[src/sv/rdte_pkg.sv]
// rdte_pkg: shared types and constants for the rgb555 run/delta token encoder
// used by rdte_front, rdte_fifo, rdte_back and the top level; no dependencies
package rdte_pkg;

    localparam int CHAN_W = 5;
    localparam int RUN_W  = 6;

    localparam logic [RUN_W-1:0]  RUN_MAX   = 6'd32;
    localparam logic [CHAN_W-1:0] ZERO_CHAN = 5'd0;

    typedef enum logic [1:0] {
        KIND_REPEAT  = 2'd0,
        KIND_RAW     = 2'd1,
        KIND_ASCEND  = 2'd2,
        KIND_DESCEND = 2'd3
    } t_kind;

    // one queued command: an optional run flush followed by an optional color token
    typedef struct packed {
        logic              rep_valid;
        logic [CHAN_W-1:0] rep_run;
        logic              main_valid;
        t_kind             kind;
        logic [CHAN_W-1:0] blue;
        logic [CHAN_W-1:0] green;
        logic [CHAN_W-1:0] red;
        logic              eoi;
    } t_cmd;

endpackage

[src/sv/rle_delta_rgb555_token_encoder.sv]
// rle_delta_rgb555_token_encoder: top level, front classifier, command queue, token back end
// depends on rdte_pkg, rdte_front, rdte_fifo, rdte_back
//
// Input channel: i_in_valid / o_in_stall carry one rgb555 pixel and a final-pixel flag
// per transaction. Output channel: o_out_valid / i_out_stall carry one token per
// transaction (repeat, raw, ascend or descend) with last-of-item and end-of-image marks.
// A pixel makes zero, one or two tokens; a pixel that only extends a run makes none.
// The front accepts one pixel per cycle whenever the command queue has room and queues
// at most one command per pixel; the back turns each command into its tokens, one token
// per cycle into the output register while the receiver does not stall.
// A pixel's first token passes through the command queue and then the output register
// before it shows on o_out_valid. Throughput is one pixel per cycle while pixels make at
// most one token each and the receiver does not stall; a run flush adds a token, and the
// single output register drains one token per cycle.
// Reset (synchronous, active low) empties the queue and output register and returns the
// last color to black with no pending run; a final pixel resets the color and run alike.
// While the receiver stalls, the output token holds; the queue absorbs QUEUE_DEPTH
// commands and then o_in_stall rises until the back end drains.
module rle_delta_rgb555_token_encoder #(
    parameter int QUEUE_DEPTH = 4
) (
    input  logic        i_clk,
    input  logic        i_rst_n,
    input  logic        i_in_valid,
    output logic        o_in_stall,
    input  logic [15:0] i_pixel,
    input  logic        i_final_pixel,
    output logic        o_out_valid,
    input  logic        i_out_stall,
    output logic [1:0]  o_token_kind,
    output logic [4:0]  o_run_minus_one,
    output logic [4:0]  o_blue_value,
    output logic [4:0]  o_green_value,
    output logic [4:0]  o_red_value,
    output logic        o_last_of_item,
    output logic        o_end_of_image
);

    rdte_pkg::t_cmd w_push_cmd, w_head_cmd;
    logic           w_push, w_pop, w_q_full, w_head_valid;

    rdte_front u_front (
        .i_clk         (i_clk),
        .i_rst_n       (i_rst_n),
        .i_in_valid    (i_in_valid),
        .i_pixel       (i_pixel),
        .i_final_pixel (i_final_pixel),
        .i_q_full      (w_q_full),
        .o_in_stall    (o_in_stall),
        .o_push        (w_push),
        .o_cmd         (w_push_cmd)
    );

    rdte_fifo #(
        .DEPTH (QUEUE_DEPTH)
    ) u_fifo (
        .i_clk   (i_clk),
        .i_rst_n (i_rst_n),
        .i_push  (w_push),
        .i_data  (w_push_cmd),
        .i_pop   (w_pop),
        .o_valid (w_head_valid),
        .o_full  (w_q_full),
        .o_data  (w_head_cmd)
    );

    rdte_back u_back (
        .i_clk           (i_clk),
        .i_rst_n         (i_rst_n),
        .i_head_valid    (w_head_valid),
        .i_head          (w_head_cmd),
        .i_out_stall     (i_out_stall),
        .o_pop           (w_pop),
        .o_out_valid     (o_out_valid),
        .o_token_kind    (o_token_kind),
        .o_run_minus_one (o_run_minus_one),
        .o_blue_value    (o_blue_value),
        .o_green_value   (o_green_value),
        .o_red_value     (o_red_value),
        .o_last_of_item  (o_last_of_item),
        .o_end_of_image  (o_end_of_image)
    );

endmodule

[src/sv/rdte_front.sv]
// rdte_front: accepts pixels, tracks last color and run count, builds commands
// depends on rdte_pkg
module rdte_front (
    input  logic               i_clk,
    input  logic               i_rst_n,
    input  logic               i_in_valid,
    input  logic [15:0]        i_pixel,
    input  logic               i_final_pixel,
    input  logic               i_q_full,
    output logic               o_in_stall,
    output logic               o_push,
    output rdte_pkg::t_cmd     o_cmd
);

    logic [rdte_pkg::CHAN_W-1:0] r_prev_b, r_prev_g, r_prev_r;
    logic [rdte_pkg::CHAN_W-1:0] n_prev_b, n_prev_g, n_prev_r;
    logic [rdte_pkg::RUN_W-1:0]  r_run_count, n_run_count;

    logic [rdte_pkg::CHAN_W-1:0] w_b, w_g, w_r;
    logic [rdte_pkg::CHAN_W-1:0] w_ub, w_ug, w_ur, w_db, w_dg, w_dr;
    logic [rdte_pkg::RUN_W-1:0]  w_run_dec;
    logic                        w_accept, w_extend, w_asc, w_desc;

    assign o_in_stall = i_q_full;
    assign w_accept   = i_in_valid && !i_q_full;

    always_comb begin
        w_b = i_pixel[4:0];
        w_g = i_pixel[10:6];
        w_r = i_pixel[15:11];
        w_ub = w_b - r_prev_b;
        w_ug = w_g - r_prev_g;
        w_ur = w_r - r_prev_r;
        w_db = r_prev_b - w_b;
        w_dg = r_prev_g - w_g;
        w_dr = r_prev_r - w_r;
        w_asc  = (w_ub[4:3] == 2'b00) && (w_ug[4:3] == 2'b00) && (w_ur[4:3] == 2'b00);
        w_desc = (w_db[4:3] == 2'b00) && (w_dg[4:3] == 2'b00) && (w_dr[4:3] == 2'b00);
        w_extend = (w_b == r_prev_b) && (w_g == r_prev_g) && (w_r == r_prev_r)
                   && (r_run_count < rdte_pkg::RUN_MAX);
        w_run_dec = r_run_count - 6'd1;

        o_cmd.eoi = i_final_pixel;
        if (w_extend) begin
            o_cmd.rep_valid  = 1'b1;
            o_cmd.rep_run    = r_run_count[rdte_pkg::CHAN_W-1:0];
            o_cmd.main_valid = 1'b0;
            o_cmd.kind       = rdte_pkg::KIND_REPEAT;
            o_cmd.blue       = rdte_pkg::ZERO_CHAN;
            o_cmd.green      = rdte_pkg::ZERO_CHAN;
            o_cmd.red        = rdte_pkg::ZERO_CHAN;
        end else begin
            o_cmd.rep_valid  = (r_run_count != '0);
            o_cmd.rep_run    = w_run_dec[rdte_pkg::CHAN_W-1:0];
            o_cmd.main_valid = 1'b1;
            priority if (w_asc) begin
                o_cmd.kind  = rdte_pkg::KIND_ASCEND;
                o_cmd.blue  = w_ub;
                o_cmd.green = w_ug;
                o_cmd.red   = w_ur;
            end else if (w_desc) begin
                o_cmd.kind  = rdte_pkg::KIND_DESCEND;
                o_cmd.blue  = w_db;
                o_cmd.green = w_dg;
                o_cmd.red   = w_dr;
            end else begin
                o_cmd.kind  = rdte_pkg::KIND_RAW;
                o_cmd.blue  = w_b;
                o_cmd.green = w_g;
                o_cmd.red   = w_r;
            end
        end
        o_push = w_accept && (!w_extend || i_final_pixel);

        n_prev_b    = r_prev_b;
        n_prev_g    = r_prev_g;
        n_prev_r    = r_prev_r;
        n_run_count = r_run_count;
        if (w_accept) begin
            priority if (i_final_pixel) begin
                n_prev_b    = '0;
                n_prev_g    = '0;
                n_prev_r    = '0;
                n_run_count = '0;
            end else if (w_extend) begin
                n_run_count = r_run_count + 6'd1;
            end else begin
                n_prev_b    = w_b;
                n_prev_g    = w_g;
                n_prev_r    = w_r;
                n_run_count = '0;
            end
        end
    end

    always_ff @(posedge i_clk) begin
        if (!i_rst_n) begin
            r_prev_b    <= '0;
            r_prev_g    <= '0;
            r_prev_r    <= '0;
            r_run_count <= '0;
        end else begin
            r_prev_b    <= n_prev_b;
            r_prev_g    <= n_prev_g;
            r_prev_r    <= n_prev_r;
            r_run_count <= n_run_count;
        end
    end

endmodule

[src/sv/rdte_fifo.sv]
// rdte_fifo: small command queue between front and back
// depends on rdte_pkg
module rdte_fifo #(
    parameter int DEPTH = 4
) (
    input  logic           i_clk,
    input  logic           i_rst_n,
    input  logic           i_push,
    input  rdte_pkg::t_cmd i_data,
    input  logic           i_pop,
    output logic           o_valid,
    output logic           o_full,
    output rdte_pkg::t_cmd o_data
);

    localparam int PTR_W = (DEPTH > 1) ? $clog2(DEPTH) : 1;
    localparam int CNT_W = $clog2(DEPTH + 1);

    rdte_pkg::t_cmd   r_mem [DEPTH];
    logic [PTR_W-1:0] r_wr, r_rd, n_wr, n_rd;
    logic [CNT_W-1:0] r_count, n_count;

    assign o_valid = (r_count != '0);
    assign o_full  = (r_count == CNT_W'(DEPTH));
    assign o_data  = r_mem[r_rd];

    always_comb begin
        n_wr = r_wr;
        n_rd = r_rd;
        if (i_push) begin
            n_wr = (r_wr == PTR_W'(DEPTH - 1)) ? '0 : PTR_W'(r_wr + 1'b1);
        end
        if (i_pop) begin
            n_rd = (r_rd == PTR_W'(DEPTH - 1)) ? '0 : PTR_W'(r_rd + 1'b1);
        end
        n_count = CNT_W'(r_count + CNT_W'(i_push) - CNT_W'(i_pop));
    end

    always_ff @(posedge i_clk) begin
        if (i_push) begin
            r_mem[r_wr] <= i_data;
        end
    end

    always_ff @(posedge i_clk) begin
        if (!i_rst_n) begin
            r_wr    <= '0;
            r_rd    <= '0;
            r_count <= '0;
        end else begin
            r_wr    <= n_wr;
            r_rd    <= n_rd;
            r_count <= n_count;
        end
    end

endmodule

[src/sv/rdte_back.sv]
// rdte_back: expands queued commands into tokens and holds the output register
// depends on rdte_pkg
module rdte_back (
    input  logic                        i_clk,
    input  logic                        i_rst_n,
    input  logic                        i_head_valid,
    input  rdte_pkg::t_cmd              i_head,
    input  logic                        i_out_stall,
    output logic                        o_pop,
    output logic                        o_out_valid,
    output logic [1:0]                  o_token_kind,
    output logic [rdte_pkg::CHAN_W-1:0] o_run_minus_one,
    output logic [rdte_pkg::CHAN_W-1:0] o_blue_value,
    output logic [rdte_pkg::CHAN_W-1:0] o_green_value,
    output logic [rdte_pkg::CHAN_W-1:0] o_red_value,
    output logic                        o_last_of_item,
    output logic                        o_end_of_image
);

    logic                        r_valid, n_valid;
    logic                        r_phase, n_phase;
    rdte_pkg::t_kind             r_kind, n_kind;
    logic [rdte_pkg::CHAN_W-1:0] r_run, n_run, r_b, n_b, r_g, n_g, r_r, n_r;
    logic                        r_last, n_last, r_eoi, n_eoi;
    logic                        w_load, w_rep_now;

    assign o_out_valid     = r_valid;
    assign o_token_kind    = r_kind;
    assign o_run_minus_one = r_run;
    assign o_blue_value    = r_b;
    assign o_green_value   = r_g;
    assign o_red_value     = r_r;
    assign o_last_of_item  = r_last;
    assign o_end_of_image  = r_eoi;

    always_comb begin
        w_load    = i_head_valid && (!r_valid || !i_out_stall);
        w_rep_now = i_head.rep_valid && !r_phase;
        o_pop     = w_load && (!w_rep_now || !i_head.main_valid);

        n_valid = r_valid && i_out_stall;
        n_phase = r_phase;
        n_kind  = r_kind;
        n_run   = r_run;
        n_b     = r_b;
        n_g     = r_g;
        n_r     = r_r;
        n_last  = r_last;
        n_eoi   = r_eoi;
        if (w_load) begin
            n_valid = 1'b1;
            if (w_rep_now) begin
                n_kind  = rdte_pkg::KIND_REPEAT;
                n_run   = i_head.rep_run;
                n_b     = rdte_pkg::ZERO_CHAN;
                n_g     = rdte_pkg::ZERO_CHAN;
                n_r     = rdte_pkg::ZERO_CHAN;
                n_last  = !i_head.main_valid;
                n_eoi   = i_head.eoi && !i_head.main_valid;
                n_phase = i_head.main_valid;
            end else begin
                n_kind  = i_head.kind;
                n_run   = rdte_pkg::ZERO_CHAN;
                n_b     = i_head.blue;
                n_g     = i_head.green;
                n_r     = i_head.red;
                n_last  = 1'b1;
                n_eoi   = i_head.eoi;
                n_phase = 1'b0;
            end
        end
    end

    always_ff @(posedge i_clk) begin
        if (!i_rst_n) begin
            r_valid <= 1'b0;
            r_phase <= 1'b0;
        end else begin
            r_valid <= n_valid;
            r_phase <= n_phase;
        end
    end

    always_ff @(posedge i_clk) begin
        r_kind <= n_kind;
        r_run  <= n_run;
        r_b    <= n_b;
        r_g    <= n_g;
        r_r    <= n_r;
        r_last <= n_last;
        r_eoi  <= n_eoi;
    end

endmodule

[config.mk]
export PLATFORM = sky130hd
export DESIGN_NAME = rle_delta_rgb555_token_encoder
export DESIGN_NICKNAME = d
export VERILOG_FILES = /design/src/sv/rdte_pkg.sv /design/src/sv/rle_delta_rgb555_token_encoder.sv /design/src/sv/rdte_front.sv /design/src/sv/rdte_fifo.sv /design/src/sv/rdte_back.sv
export SDC_FILE = /design/constraint.sdc
export NUM_CORES = 1
export LEC_CHECK = 0
export ABC_AREA = 1
export BUFFER_PORTS_ARGS = -buffer_cell sky130_fd_sc_hd__buf_4
export CORE_UTILIZATION = 56
export DETAILED_ROUTE_END_ITERATION = 7
export PLACE_DENSITY = 0.74
export SETUP_SLACK_MARGIN = 0.5
export SLEW_MARGIN = 20
export SYNTH_ARGS = -nofsm -noshare
export SYNTH_HDL_FRONTEND = slang
export SYNTH_SLANG_ARGS = --single-unit
export TNS_END_PERCENT = 5
[constraint.sdc]
create_clock -name i_clk -period 3.65 [get_ports i_clk]
set_input_delay 0.365 -clock i_clk [delete_from_list [all_inputs] [get_ports i_clk]]
set_output_delay 0.365 -clock i_clk [all_outputs]
set_load 0.02 [all_outputs]
==> results of run 1 <==
-- cell families (layout without fill, tap and decap cells) --
logic type	count (synthesis)	after routing	share of synthesized area (%)
adders and majority gates	42	42	7.39
DFF	156	156	55.8
AOI/OAI and AO/OA	117	117	8.66
and+or+nand+nor	343	343	19.8
xor gates and xnor gates	11	11	1.23
buffers and inverters	124	185	7.11
-- stage by stage --
| stage | hold slack, ps | worst slack [ps] |
|---|---|---|
| 4_1_cts | 187 | 589 |
| 3_3_place_gp | 463 | 774 |
| 5_1_grt | 194 | 616 |
| 2_1_floorplan | 452 | 802 |
| 6_report | 196 | 836 |
| 3_5_place_dp | 477 | 602 |
-- report_power, final --
part,internal [W],switching [W]
Clock,0.00115,0.000704
Sequential,0.00239,0.000123
Combinational,0.000691,0.00144
-- worst max-delay path by stage --
| stage | startpoint | endpoint | slack, ps | depth (start not counted) |
|---|---|---|---|---|
| 2_1_floorplan | i_pixel[8] | u_fifo.r_mem[0][0] | 800 | 9 |
| 5_1_grt | flip-flop | u_fifo.r_count[2] | 620 | 15 |
| 6_report | flip-flop | u_fifo.r_count[2] | 840 | 15 |
| 3_5_place_dp | flip-flop | u_fifo.r_count[2] | 600 | 15 |
| 4_1_cts | flip-flop | u_fifo.r_count[2] | 590 | 15 |
| 3_3_place_gp | flip-flop | u_fifo.r_count[2] | 770 | 15 |
-- cell type report --
| class | count | area, um2 |
|---|---|---|
| flip-flops and latches | 156 | 4370 |
| clock buffers | 18 | 429 |
| multi-input cells | 513 | 2910 |
| repair buffers | 57 | 428 |
| clock inverters | 14 | 190 |
| fillers | 1039 | 4550 |
| inverters | 96 | 360 |
| well taps | 176 | 220 |
-- worst max-delay path, stage by stage, from the launching register on --
cell,delay [ps]
dfxtp_2,500
inv_1,270
o21ai_0,230
nand2_1,80
inv_1,50
nor2_1,40
nand2_1,140
nand2_1,120
inv_1,150
ha_1,250
inv_1,50
ha_1,120
inv_1,60
fa_1,390
o21ai_0,200
a21oi_1,60
-- cells in the mapped netlist (all sizes together) --
cell type	n
a211oi	1
a21oi	23
buf	15
clkbuf	13
dfxtp	32
edfxtp	124
fa	7
ha	35
inv	96
nand2	154
nand3	58
nand4	7
nor2	106
nor3	13
nor3b	1
o21ai	64
o22ai	29
or2	4
xnor2	3
xor2	8
-- sequential cells by signal, summed over array words and instances (netlist names), named ones only --
name,flops
u_back.o_blue_value,5
u_back.o_end_of_image,1
u_back.o_green_value,5
u_back.o_last_of_item,1
u_back.o_out_valid,1
u_back.o_red_value,5
u_back.o_run_minus_one,5
u_back.o_token_kind,2
u_back.r_phase,1
u_fifo.r_count,3
u_fifo.r_mem,100
u_fifo.r_rd,2
u_fifo.r_wr,2
u_front.r_prev_b,5
u_front.r_prev_g,5
u_front.r_prev_r,5
u_front.r_run_count,6
-- routing by layer --
metal / share of wire, % / up-vias / track usage [%]
met3: 6.1 / 29 / 4.71
li1: - / 2746 / -
met2: 51 / 202 / 44.4
met5: 0 / - / 0
met4: 1.7 / 0 / 10.5
met1: 41 / 2687 / 31.1
==> summary.md, run 1 <==
| Metric | Value |
|---|---|
| Status | finished, final reports clean |
| Most frequent cells in the layout | 146 x nand2_1, 124 x edfxtp_1, 94 x inv_1 |
| Number of placed cells counting well taps | about 1000 |
| Final Cycle Share | between 70% and 80% |
| Post-Synthesis Cells | between 700 and 800 |
| Per-cell via count in the routed design | around 5.5 |
| Post_cts resized | 0 |
| Most area-consuming cells after synthesis | edfxtp_1 48%, dfxtp_1 8.2%, nand2_1 7.0% |
| Highest achievable clock rate | about 0.36 GHz |
| Crit path time final | around 2800 ps |
| Placed wire-length estimate after detailed placement | roughly 12 mm |
| DIE WIDTH | between 100 and 150 um |
| Post-route DRC | 0 |
| Syn nets | about 860 |
| I/O Buffers | 45 |
| Ant. Diodes | 0 |
| Worst endpoint data arrival time | roughly 3100 ps |
| Reg2reg setup slack | approximately 840 ps |
| Design Power | around 0.0065 W |
| Worst hold path endpoint | u_fifo.r_mem[2][0] |
| Max-cap viol count | 0 |
| Number of DRC markers after the initial detailed-route iteration | between 500 and 600 |
| Area of the core | about 13000 um2 |
| PwrDens | around 730 nW/um2 |
| Post-layout util | 66.2% |
| End of the worst register-to-register path | u_fifo.r_count[2] |
| Type of element capturing the critical path | flip-flop |
| Type of the worst setup path | reg2reg |
| Post-route setup TNS | 0 ps |
| Final hold violation count | 0 |
| Maximum number of pins on one net before global-route repair | 38 |
| First-pass GRT wire length | 27.6 mm |
| Sequential-to-total area share from yosys stat | approximately 56% |
| Critical Path Source Type | flip-flop |
| Via count of the first global-routing pass | approximately 5700 |
| Clock net sink count | 156 |
| Aggregate global-route resource usage | 25.5% |
| Worst hold-check path type | in2reg |
| Cell area after synthesis | around 7800 um2 |
| Unrepaired setup endpoints after global routing | no |
| Synth Register Bits | 156 |
| Number of routed nets with antenna violations | 0 |
| Number of warnings reported in the yosys synthesis log | 0 |
| Top-Level Pins | between 40 and 50 |
| CTS Hold Bufs | 0 |
| TritonCTS clock tree | built |
| Total global routing overflow | 0 |
| Avg WL per Cell | roughly 17 um |
| Area share of the leading cell type in the synthesized netlist | between 40% and 50% |
| Non-filler instance count after layout | 1030 |
| Number of placement rows | 42 |
| Clock latency on the worst-skew pair | ~420 ps |
| Relative slew slack | 24.3% |
| Vias after detailed routing | ~5700 |
| Number of cells traversed by the worst hold path | 1 |
| Overall routed net length | 17.4 mm |
| Synthesized area per cell | about 9.9 um2 |
| Final-report max-slew violation count | 0 |
| Initial DRT Pass Iterations | 5 |
| TritonCTS Buffers | 17 |
| Number of cells on the worst reg-to-reg path | 15 |
| Dominant cell type by area after synthesis | edfxtp_1 |
| Initial antenna violation count | 0 |
| CP Max Fanout | 15 |
| CTS H-tree depth | 4 |
| Final-stage net count | about 900 |
| Number of distinct standard cells referenced by the synthesized netlist | 37 |
| Total setup buffers inserted after CTS | 0 |
| Placer Congestion | 0.855 |
| Most common library cell in the layout ignoring fill and taps | nand2_1 |
| Leakage power summed over all cells | around 3.7 nW |
| Hold Crit Start | i_final_pixel |
| Maximum VDD drop | 0.280 mV |
| Final design instance area without fill | about 8900 um2 |
| Die Y | 120 um |
| Clock Skews | between 10 and 15 ps |
| Post-placement cell area | around 8300 um2 |
| Required time at the endpoint of the critical path | roughly 4000 ps |
| Clock-pin slew of the registers on the worst-case setup and hold paths | approximately 70 ps |
| Total die area | between 10000 and 15000 um2 |
| Fraction of layout instances using a drive strength above 1 | roughly 16% |
| Starting utilization of the core area | around 58% |
| Area added between synthesis and finish | 13.9% |
| Setup violators final | 0 |
| Actual transition at the worst max-transition pin | around 1100 ps |
| Clock root buffer | clkbuf_16 |
| Maximum buffer depth of the clock tree | 2 |
No activity file was read; power rests on OpenSTA's default activity.
==> inputs of run 2 (changes only) <==
Settings changed: CORE_UTILIZATION 56 to 55, PLACE_DENSITY 0.74 to 0.76.
Clock period 3.65 ns to 2.25 ns, I/O delays scaled along.
==> run 2 against run 1 <==
  * The flow now finishes with violations (setup timing)
  * Routed wire length grew 15%
  * Clock power grew 63%
  * Via count grew 10%
  * Sequential share of layout area shrank 6.7 points
  * Die area grew 1.8%
  * Highest routed layer unchanged
==> summary.md, run 2 (synthesis results as in run 1) <==
| Metric | Value |
|---|---|
| Status | complete, but fails checks |
| Failing checks | setup timing |
| Critical Path Source Type | flip-flop |
| Leakage power summed over all cells | 4.26 nW (+14%) |
| Avg WL per Cell | 17.7 um (+5.0%) |
| Largest register by flop count | u_fifo.r_mem |
| Clock Skews | 11.7 ps (+1.09 ps) |
| Clock-pin slew of the registers on the worst-case setup and hold paths | 70 ps (about the same) |
| Type of the worst setup path | reg2reg |
| End of the worst register-to-register path | u_fifo.r_count[1] |
| Top-Level Pins | 47 (unchanged) |
| Number of routed nets with antenna violations | 0 (unchanged) |
| Highest cell delay on the worst timing path | 500 ps (about the same) |
| Clock root buffer | clkbuf_16 |
| CTS H-tree depth | 4 (unchanged) |
| Number of DRC markers after the initial detailed-route iteration | 643 (+25%) |
| Initial antenna violation count | 0 (unchanged) |
| Starting utilization of the core area | 56.3% (-1.8 points) |
| Cell-internal power | 0.00729 W (+73%) |
| Proportion of power drawn by combinational gates | 38.1% (+5.3 points) |
| Levels on crit path | 15 (unchanged) |
| Final-stage net count | 1002 (+11%) |
| Reg2reg setup slack | -50 ps (-890 ps) |
| Total global routing overflow | 0 (unchanged) |
| Die Y | 121 um (+0.89%) |
| Maximum buffer depth of the clock tree | 2 (unchanged) |
| I/O Buffers | 45 (unchanged) |
| Overall routed net length | 20.1 mm (+15%) |
| Worst hold-check path type | in2reg |
| Clock latency on the worst-skew pair | 440 ps (+20 ps) |
| Placed wire-length estimate after detailed placement | 13.0 mm (+11%) |
| PwrDens | 1110 nW/um2 (+52%) |
| Worst endpoint data arrival time | 2620 ps (-500 ps) |
| Maximum number of pins on one net before global-route repair | 41 (+7.9%) |
| Unrepaired setup endpoints after global routing | yes |
| Post-layout util | 74.6% (+8.4 points) |
| Maximum VDD drop | 0.497 mV (+78%) |
| Highest achievable clock rate | 0.435 GHz (+22%) |
| Clock net sink count | 156 (unchanged) |
| Design Power | 0.0115 W (+77%) |
| Initial DRT Pass Iterations | 5 (unchanged) |
| Worst hold path endpoint | u_front.r_prev_r[3] |
| Family with the most delay on the worst path | adder cells |
| Most frequent cells in the layout | 137 x buf_4, 124 x edfxtp_1, 111 x nand2_1 |
| Area of the core | 13900 um2 (+3.2%) |
| Post-route setup TNS | -88.8 ps (-88.8 ps) |
| First-pass GRT wire length | 30.5 mm (+11%) |
| Fraction of layout instances using a drive strength above 1 | 37.9% (+22 points) |
| Vias after detailed routing | 6238 (+10%) |
| Storage element area | 4380 um2 (+0.43%) |
| CP Max Fanout | 7 (-8) |
| Max-cap viol count | 0 (unchanged) |
| Per-cell via count in the routed design | 5.51 (+0.21%) |
| Slowest cell on the critical path | fa_2 |
| Setup violators final | 5 (+5) |
| Amount of wire on met2 after detailed routing | 10.6 mm (+19%) |
| Worst Slack Setup Final | -50.7 ps (-886 ps) |
| Highest metal layer used by the detailed router | met4 |
| Final Cycle Share | 102% (+25 points) |
| Switching Fraction | 36.5% (+1.6 points) |
| Number of cells traversed by the worst hold path | 3 (+2) |
| Routed met3 length | 1.00 mm (-4.8%) |
| Crit path cell chain | nor2_2 > nor2_1 > o21ai_1 > nand2_1 > inv_1 > nor2_2 > nand2_1 > nand2_1 > inv_2 > ha_4 > inv_2 > ha_4 > inv_2 > fa_2 > nor2_1 |
| Number of filler instances in the final layout | 956 (-8.0%) |
| Ant. Diodes | 0 (unchanged) |
| Crit path time final | 2300 ps (-514 ps) |
| TritonCTS clock tree | built |
| Number of cells on the worst reg-to-reg path | 15 (unchanged) |
| Total die area | 14700 um2 (+1.8%) |
| Aggregate global-route resource usage | 28.1% (+2.5 points) |
| Worst slack at placement | -162 ps (-764 ps) |
| Placer Congestion | 0.933 (+9.2%) |
| Area used by multi-input combinational logic | 3500 um2 (+20%) |
| Regs by FF count | u_fifo.r_mem: 100 flops, u_front.r_run_count: 6 flops |
| Actual transition at the worst max-transition pin | 529 ps (-598 ps) |
| Type of element capturing the critical path | flip-flop |
| Net Sw Power | 0.00419 W (+85%) |
| Met1 layer wirelength in the final routing | 7.86 mm (+10%) |
| Post-route DRC | 0 (unchanged) |
| Relative slew slack | 64.4% (+40 points) |
| Number of placement rows | 43 (+2.4%) |
| Hold Crit Start | i_pixel[14] |
| Required time at the endpoint of the critical path | 2570 ps (-1390 ps) |
| Clock share of power | 26.2% (-2.3 points) |
| DIE WIDTH | 121 um (+0.89%) |
| Final hold violation count | 0 (unchanged) |
| Most common library cell in the layout ignoring fill and taps | buf_4 |
| Number of buffers and inverters on the critical path | 4 (-1) |
| Flip-flop count of the largest register after layout | 100 (unchanged) |
| Final-report max-slew violation count | 0 (unchanged) |
| Via count of the first global-routing pass | 6239 (+9.7%) |
| Area added between synthesis and finish | 32.4% |
| Share of total power in sequential cells | 35.6% (-3.1 points) |
| TritonCTS Buffers | 17 (unchanged) |
run 2: cell count changes in the layout (fill, tap and decap cells not counted), sizes merged:
cell / change
buf: +96
bufinv: -1
clkbuf: -1
inv: +2
nand2: +1
nand3: +1
run 2: what timing repair did:
item / in CTS / in global routing
setup endpoints to repair: 244 / 245
setup buffers: 10 / 6
cloned: 2 / 0
gates resized for setup: 68 / 90
pin swaps: 21 / 48
hold buffers: 0 / 0
run 2: through the flow:
stage | hold slack [ps] | instance area [um2] | instances
6_report | 35.5 | 10400 | 1132
3_3_place_gp | 464 | 9010 | 1082
4_1_cts | 29.2 | 9990 | 1126
5_1_grt | 39.6 | 10400 | 1132
3_5_place_dp | 481 | 9010 | 1082
2_1_floorplan | 324 | 7900 | 793
run 2: power groups by stage:
stage               clock network [W]  registers, W  logic, W
floorplan                           0       0.00440   0.00214
global placement                    0       0.00409   0.00373
detailed placement                  0       0.00412   0.00387
CTS                           0.00301       0.00409   0.00402
global route                  0.00312       0.00414   0.00478
finish                        0.00301       0.00409   0.00438
run 2: worst min-delay path: cells and delay by family:
family                 cells  cell delay, ps
AND/OR/NAND/NOR            1              60
buffers and inverters      1              90
AO/OA/AOI/OAI              1              60
run 2: how the worst max path moves through the flow:
stage / to / slack (ps)
4_1_cts: u_fifo.r_mem[2][7] / 20
3_5_place_dp: u_fifo.r_count[1] / -160
5_1_grt: u_fifo.r_count[1] / -110
6_report: u_fifo.r_count[1] / -50
2_1_floorplan: u_fifo.r_count[1] / -180
3_3_place_gp: u_fifo.r_count[1] / -110
run 2: layout make-up:
cell class                 count  area share, %
tap                          180           2.18
sequential                   156           42.3
inverter                      96           3.52
timing repair buffer         153           12.2
multi-input combinational    515           33.8
clock inverter                15           1.80
clock buffer                  17           4.11
run 2: metal layers:
layer  vias to the layer above  track usage [%]
met5                         -                0
met4                         0             13.8
met3                        49             5.08
met2                       239             50.6
met1                      2990             31.8
li1                       2960                -
==> inputs of run 3 (changes only) <==
Settings changed: ABC_AREA 1 to not set.
==> run 3 against run 2 <==
  * Fmax decreased by 18%
  * Critical path type unchanged
  * Register-to-register slack lost 510 ps
  * Critical endpoint is now u_front.r_prev_g[0]
  * Clock skew decreased by 4.6 ps
  * The run still ends with setup timing left
  * Cell area fell by 7.0%
==> summary.md, run 3 <==
| Metric | Value |
|---|---|
| Multiplexer share of the synthesized area | 8.30% (+8.3 points) |
| Most common library cell in the layout ignoring fill and taps | buf_4 |
| Die Y | 116 um (-4.1%) |
| Area share of the leading cell type in the synthesized netlist | 51.9% (+4.3 points) |
| Area of the core | 12700 um2 (-8.7%) |
| Worst hold-check path type | in2reg |
| Post-route DRC | 0 (unchanged) |
| Most frequent cells in the layout | 128 x buf_4, 124 x edfxtp_1, 37 x nand2_1 |
| Non-filler instance count after layout | 843 (-26%) |
| Leakage power summed over all cells | 3.61 nW (-15%) |
| CP Max Fanout | 8 (+1) |
| Number of cells traversed by the worst hold path | 3 (unchanged) |
| Total die area | 13500 um2 (-8.1%) |
| Crit path time final | 2810 ps (+511 ps) |
| Reg2reg setup slack | -560 ps (-510 ps) |
| Number of routed nets with antenna violations | 0 (unchanged) |
| Most used cell, CP | buf_4 |
| Design Power | 0.00965 W (-16%) |
| Relative slew slack | 68.9% (+4.5 points) |
| Highest cell delay on the worst timing path | 380 ps (-120 ps) |
| Post-layout util | 76.0% (+1.4 points) |
| DIE WIDTH | 116 um (-4.1%) |
| Highest achievable clock rate | 0.356 GHz (-18%) |
| Crit path cell chain | ha_4 > nand4_1 > nor3_2 > and4_1 > inv_2 > nor2_4 > nor2_2 > inv_2 > buf_4 > buf_4 > buf_4 > buf_4 > buf_4 > buf_4 > buf_12 > nor3_1 > a21oi_1 > nor2b_1 |
| CTS H-tree depth | 4 (unchanged) |
| Syn nets | 573 (-33%) |
| Post-Synth Adder-Cell Area | 8.05% (+0.66 points) |
| Initial DRT Pass Iterations | 5 (unchanged) |
| Top-Level Pins | 47 (unchanged) |
| Clock Skews | 7.06 ps (-4.64 ps) |
| Type of element capturing the critical path | flip-flop |
| Synthesized area per cell | 14.1 um2 (+43%) |
| Vias after detailed routing | 4770 (-24%) |
| TritonCTS clock tree | built |
| Ant. Diodes | 0 (unchanged) |
| Number of DRC markers after the initial detailed-route iteration | 462 (-28%) |
| Dominant combinational cell family by area after synthesis | simple AND/OR/NAND/NOR gates |
| Placer Congestion | 0.885 (-5.2%) |
| Maximum buffer depth of the clock tree | 2 (unchanged) |
| Sequential-to-total area share from yosys stat | 60.8% (+5.0 points) |
| Final design instance area without fill | 9630 um2 (-7.0%) |
| Worst Slack Setup Final | -562 ps (-511 ps) |
| Most frequently used flop master after synthesis | edfxtp_1 |
| Type of the worst setup path | reg2reg |
| Final hold violation count | 0 (unchanged) |
| Post-placement cell area | 8410 um2 (-6.7%) |
| Clock root buffer | clkbuf_16 |
| Number of distinct standard cells referenced by the synthesized netlist | 47 (+27%) |
| Total global routing overflow | 0 (unchanged) |
| Maximum number of pins on one net before global-route repair | 26 (-37%) |
| First-pass GRT wire length | 25.3 mm (-17%) |
| Post-synthesis compound-gate area fraction | 5.61% (-3.0 points) |
| TritonCTS Buffers | 17 (unchanged) |
| Regs by FF count | u_fifo.r_mem: 100 flops, u_front.r_run_count: 6 flops |
| Actual transition at the worst max-transition pin | 463 ps (-65.9 ps) |
| Flip-flop count of the largest register after layout | 100 (unchanged) |
| Number of filler instances in the final layout | 695 (-27%) |
| Synth Register Bits | 156 (unchanged) |
| Max-cap viol count | 0 (unchanged) |
| Fraction of layout instances using a drive strength above 1 | 44.7% (+6.8 points) |
| Maximum VDD drop | 0.574 mV (+16%) |
| Cell area after synthesis | 7180 um2 (-8.2%) |
| Aggregate global-route resource usage | 25.9% (-2.2 points) |
| Post-route setup TNS | -26140 ps (-26050 ps) |
| Critical Path Source Type | flip-flop |
| Initial antenna violation count | 0 (unchanged) |
| Dominant cell type by area after synthesis | edfxtp_1 |
| Clock-pin slew of the registers on the worst-case setup and hold paths | 60 ps (about the same) |
| Failing checks | setup timing |
| Placed wire-length estimate after detailed placement | 9.39 mm (-28%) |
| Required time at the endpoint of the critical path | 2600 ps (+30 ps) |
| Number of placement rows | 41 (-4.7%) |
| Area added between synthesis and finish | 34.2% |
| Overall routed net length | 16.9 mm (-16%) |
| Avg WL per Cell | 20.1 um (+13%) |
| Clock net sink count | 156 (unchanged) |
| Synthesized-area fraction occupied by and/or/nand/nor cells | 9.95% (-9.8 points) |
| Largest register by flop count | u_fifo.r_mem |
| Number of flops mapped to enable cells by yosys | 124 (unchanged) |
| Final Cycle Share | 125% (+23 points) |
| PwrDens | 1000 nW/um2 (-9.6%) |
| Most area-consuming cells after synthesis | edfxtp_1 52%, dfxtp_1 8.9%, mux4_2 6.9% |
| Post-Synthesis Cells | 510 (-36%) |
| Number of warnings reported in the yosys synthesis log | 0 (unchanged) |
| Worst endpoint data arrival time | 3160 ps (+540 ps) |
| Final-report max-slew violation count | 0 (unchanged) |
| Xor/xnor share of the synthesized area | 3.29% (+2.1 points) |
| Leading cell type by number of instances after synthesis | edfxtp_1 |
| Slowest cell on the critical path | dfxtp_2 |
| Commonest cells in the synthesized netlist | 124 x edfxtp_1, 41 x inv_1, 40 x nand2_1 |
| Clock latency on the worst-skew pair | 420 ps (-20 ps) |
| Via count of the first global-routing pass | 4860 (-22%) |
| Per-cell via count in the routed design | 5.66 (+2.7%) |
| Number of cells on the worst reg-to-reg path | 18 (+3) |
| Starting utilization of the core area | 56.6% (+0.31 points) |
| Fraction of synthesis flops using an asynchronous set or reset pin | 0% (unchanged) |
| I/O Buffers | 45 (unchanged) |
| Final-stage net count | 722 (-28%) |
| Status | complete, but fails checks |
| Setup violators final | 91 (+86) |
| Unrepaired setup endpoints after global routing | yes |
| Number of placed cells counting well taps | 789 (-27%) |
run 3: changes by cell type after synthesis, sizes merged, moves of 29 or more:
cell	previous run	this run
inv	96	42
nand2	154	43
nand3	58	4
nor2	106	10
o21ai	64	22
o22ai	29	0
run 3: layout make-up:
| class | instances | area, um2 | area share, % |
|---|---|---|---|
| multi-input combinational | 291 | 3030 | 31.4 |
| tap | 172 | 215 | 2.23 |
| timing repair buffer | 151 | 1300 | 13.5 |
| clock buffer | 17 | 425 | 4.42 |
| sequential | 156 | 4380 | 45.5 |
| inverter | 42 | 158 | 1.64 |
| clock inverter | 14 | 130 | 1.35 |
run 3: per-layer routing:
metal / wire [um] / vias to the layer above / global-route usage (%)
met4: 400 / 0 / 10.3
met2: 8910 / 221 / 44.2
met5: 0 / - / 0
met1: 6680 / 2364 / 32.2
met3: 932 / 35 / 5.86
li1: - / 2150 / -
run 3: cells by family (layout without fill, tap and decap cells):
group,Yosys count,after routing
adder cells (fa/ha/maj),42,42
flip-flops,156,156
AO/OA/AOI/OAI,65,65
AND/OR/NAND/NOR,129,130
buffers and inverters,64,224
XOR/XNOR,27,27
multiplexers,27,27
run 3: report_power, final:
group          internal, W  leakage (nW)  total [W]  switching [W]
clock network      0.00161         0.273    0.00272        0.00111
registers          0.00373          1.38    0.00391       0.000178
logic              0.00145          1.96    0.00302        0.00157
total              0.00679          3.61    0.00965        0.00286
run 3: path summary, 6_finish.rpt:
| path | to | start |
|---|---|---|
| max | u_front.r_prev_g[0] | u_front.r_prev_r[0] |
| min | u_front.r_prev_r[3] | i_pixel[14] |
| max reg2reg | u_front.r_prev_g[0] | u_front.r_prev_r[0] |
| min reg2reg | u_front.r_prev_r[3] | u_front.r_prev_r[3] |
run 3: repair_timing:
action                     CTS  global route
setup endpoints to repair  231           230
setup buffers               19             1
resized for setup           85            37
cloned                       2             1
hold buffers                 0             0
pin swaps                   34            20
run 3: critical path: cells and delay by family, from the launching register on:
| family | cells | cell delay [ps] |
|---|---|---|
| buffers and inverters | 9 | 1050 |
| AO/OA/AOI/OAI | 1 | 90 |
| adder cells (fa/ha/maj) | 1 | 220 |
| flip-flops | 1 | 380 |
| AND/OR/NAND/NOR | 7 | 990 |
run 3: per-stage QoR:
stage	hold WS [ps]	setup WS [ps]
floorplan	324	-468
global placement	442	-517
detailed placement	452	-587
CTS	8.91	-498
global route	51.3	-692
finish	23.5	-562
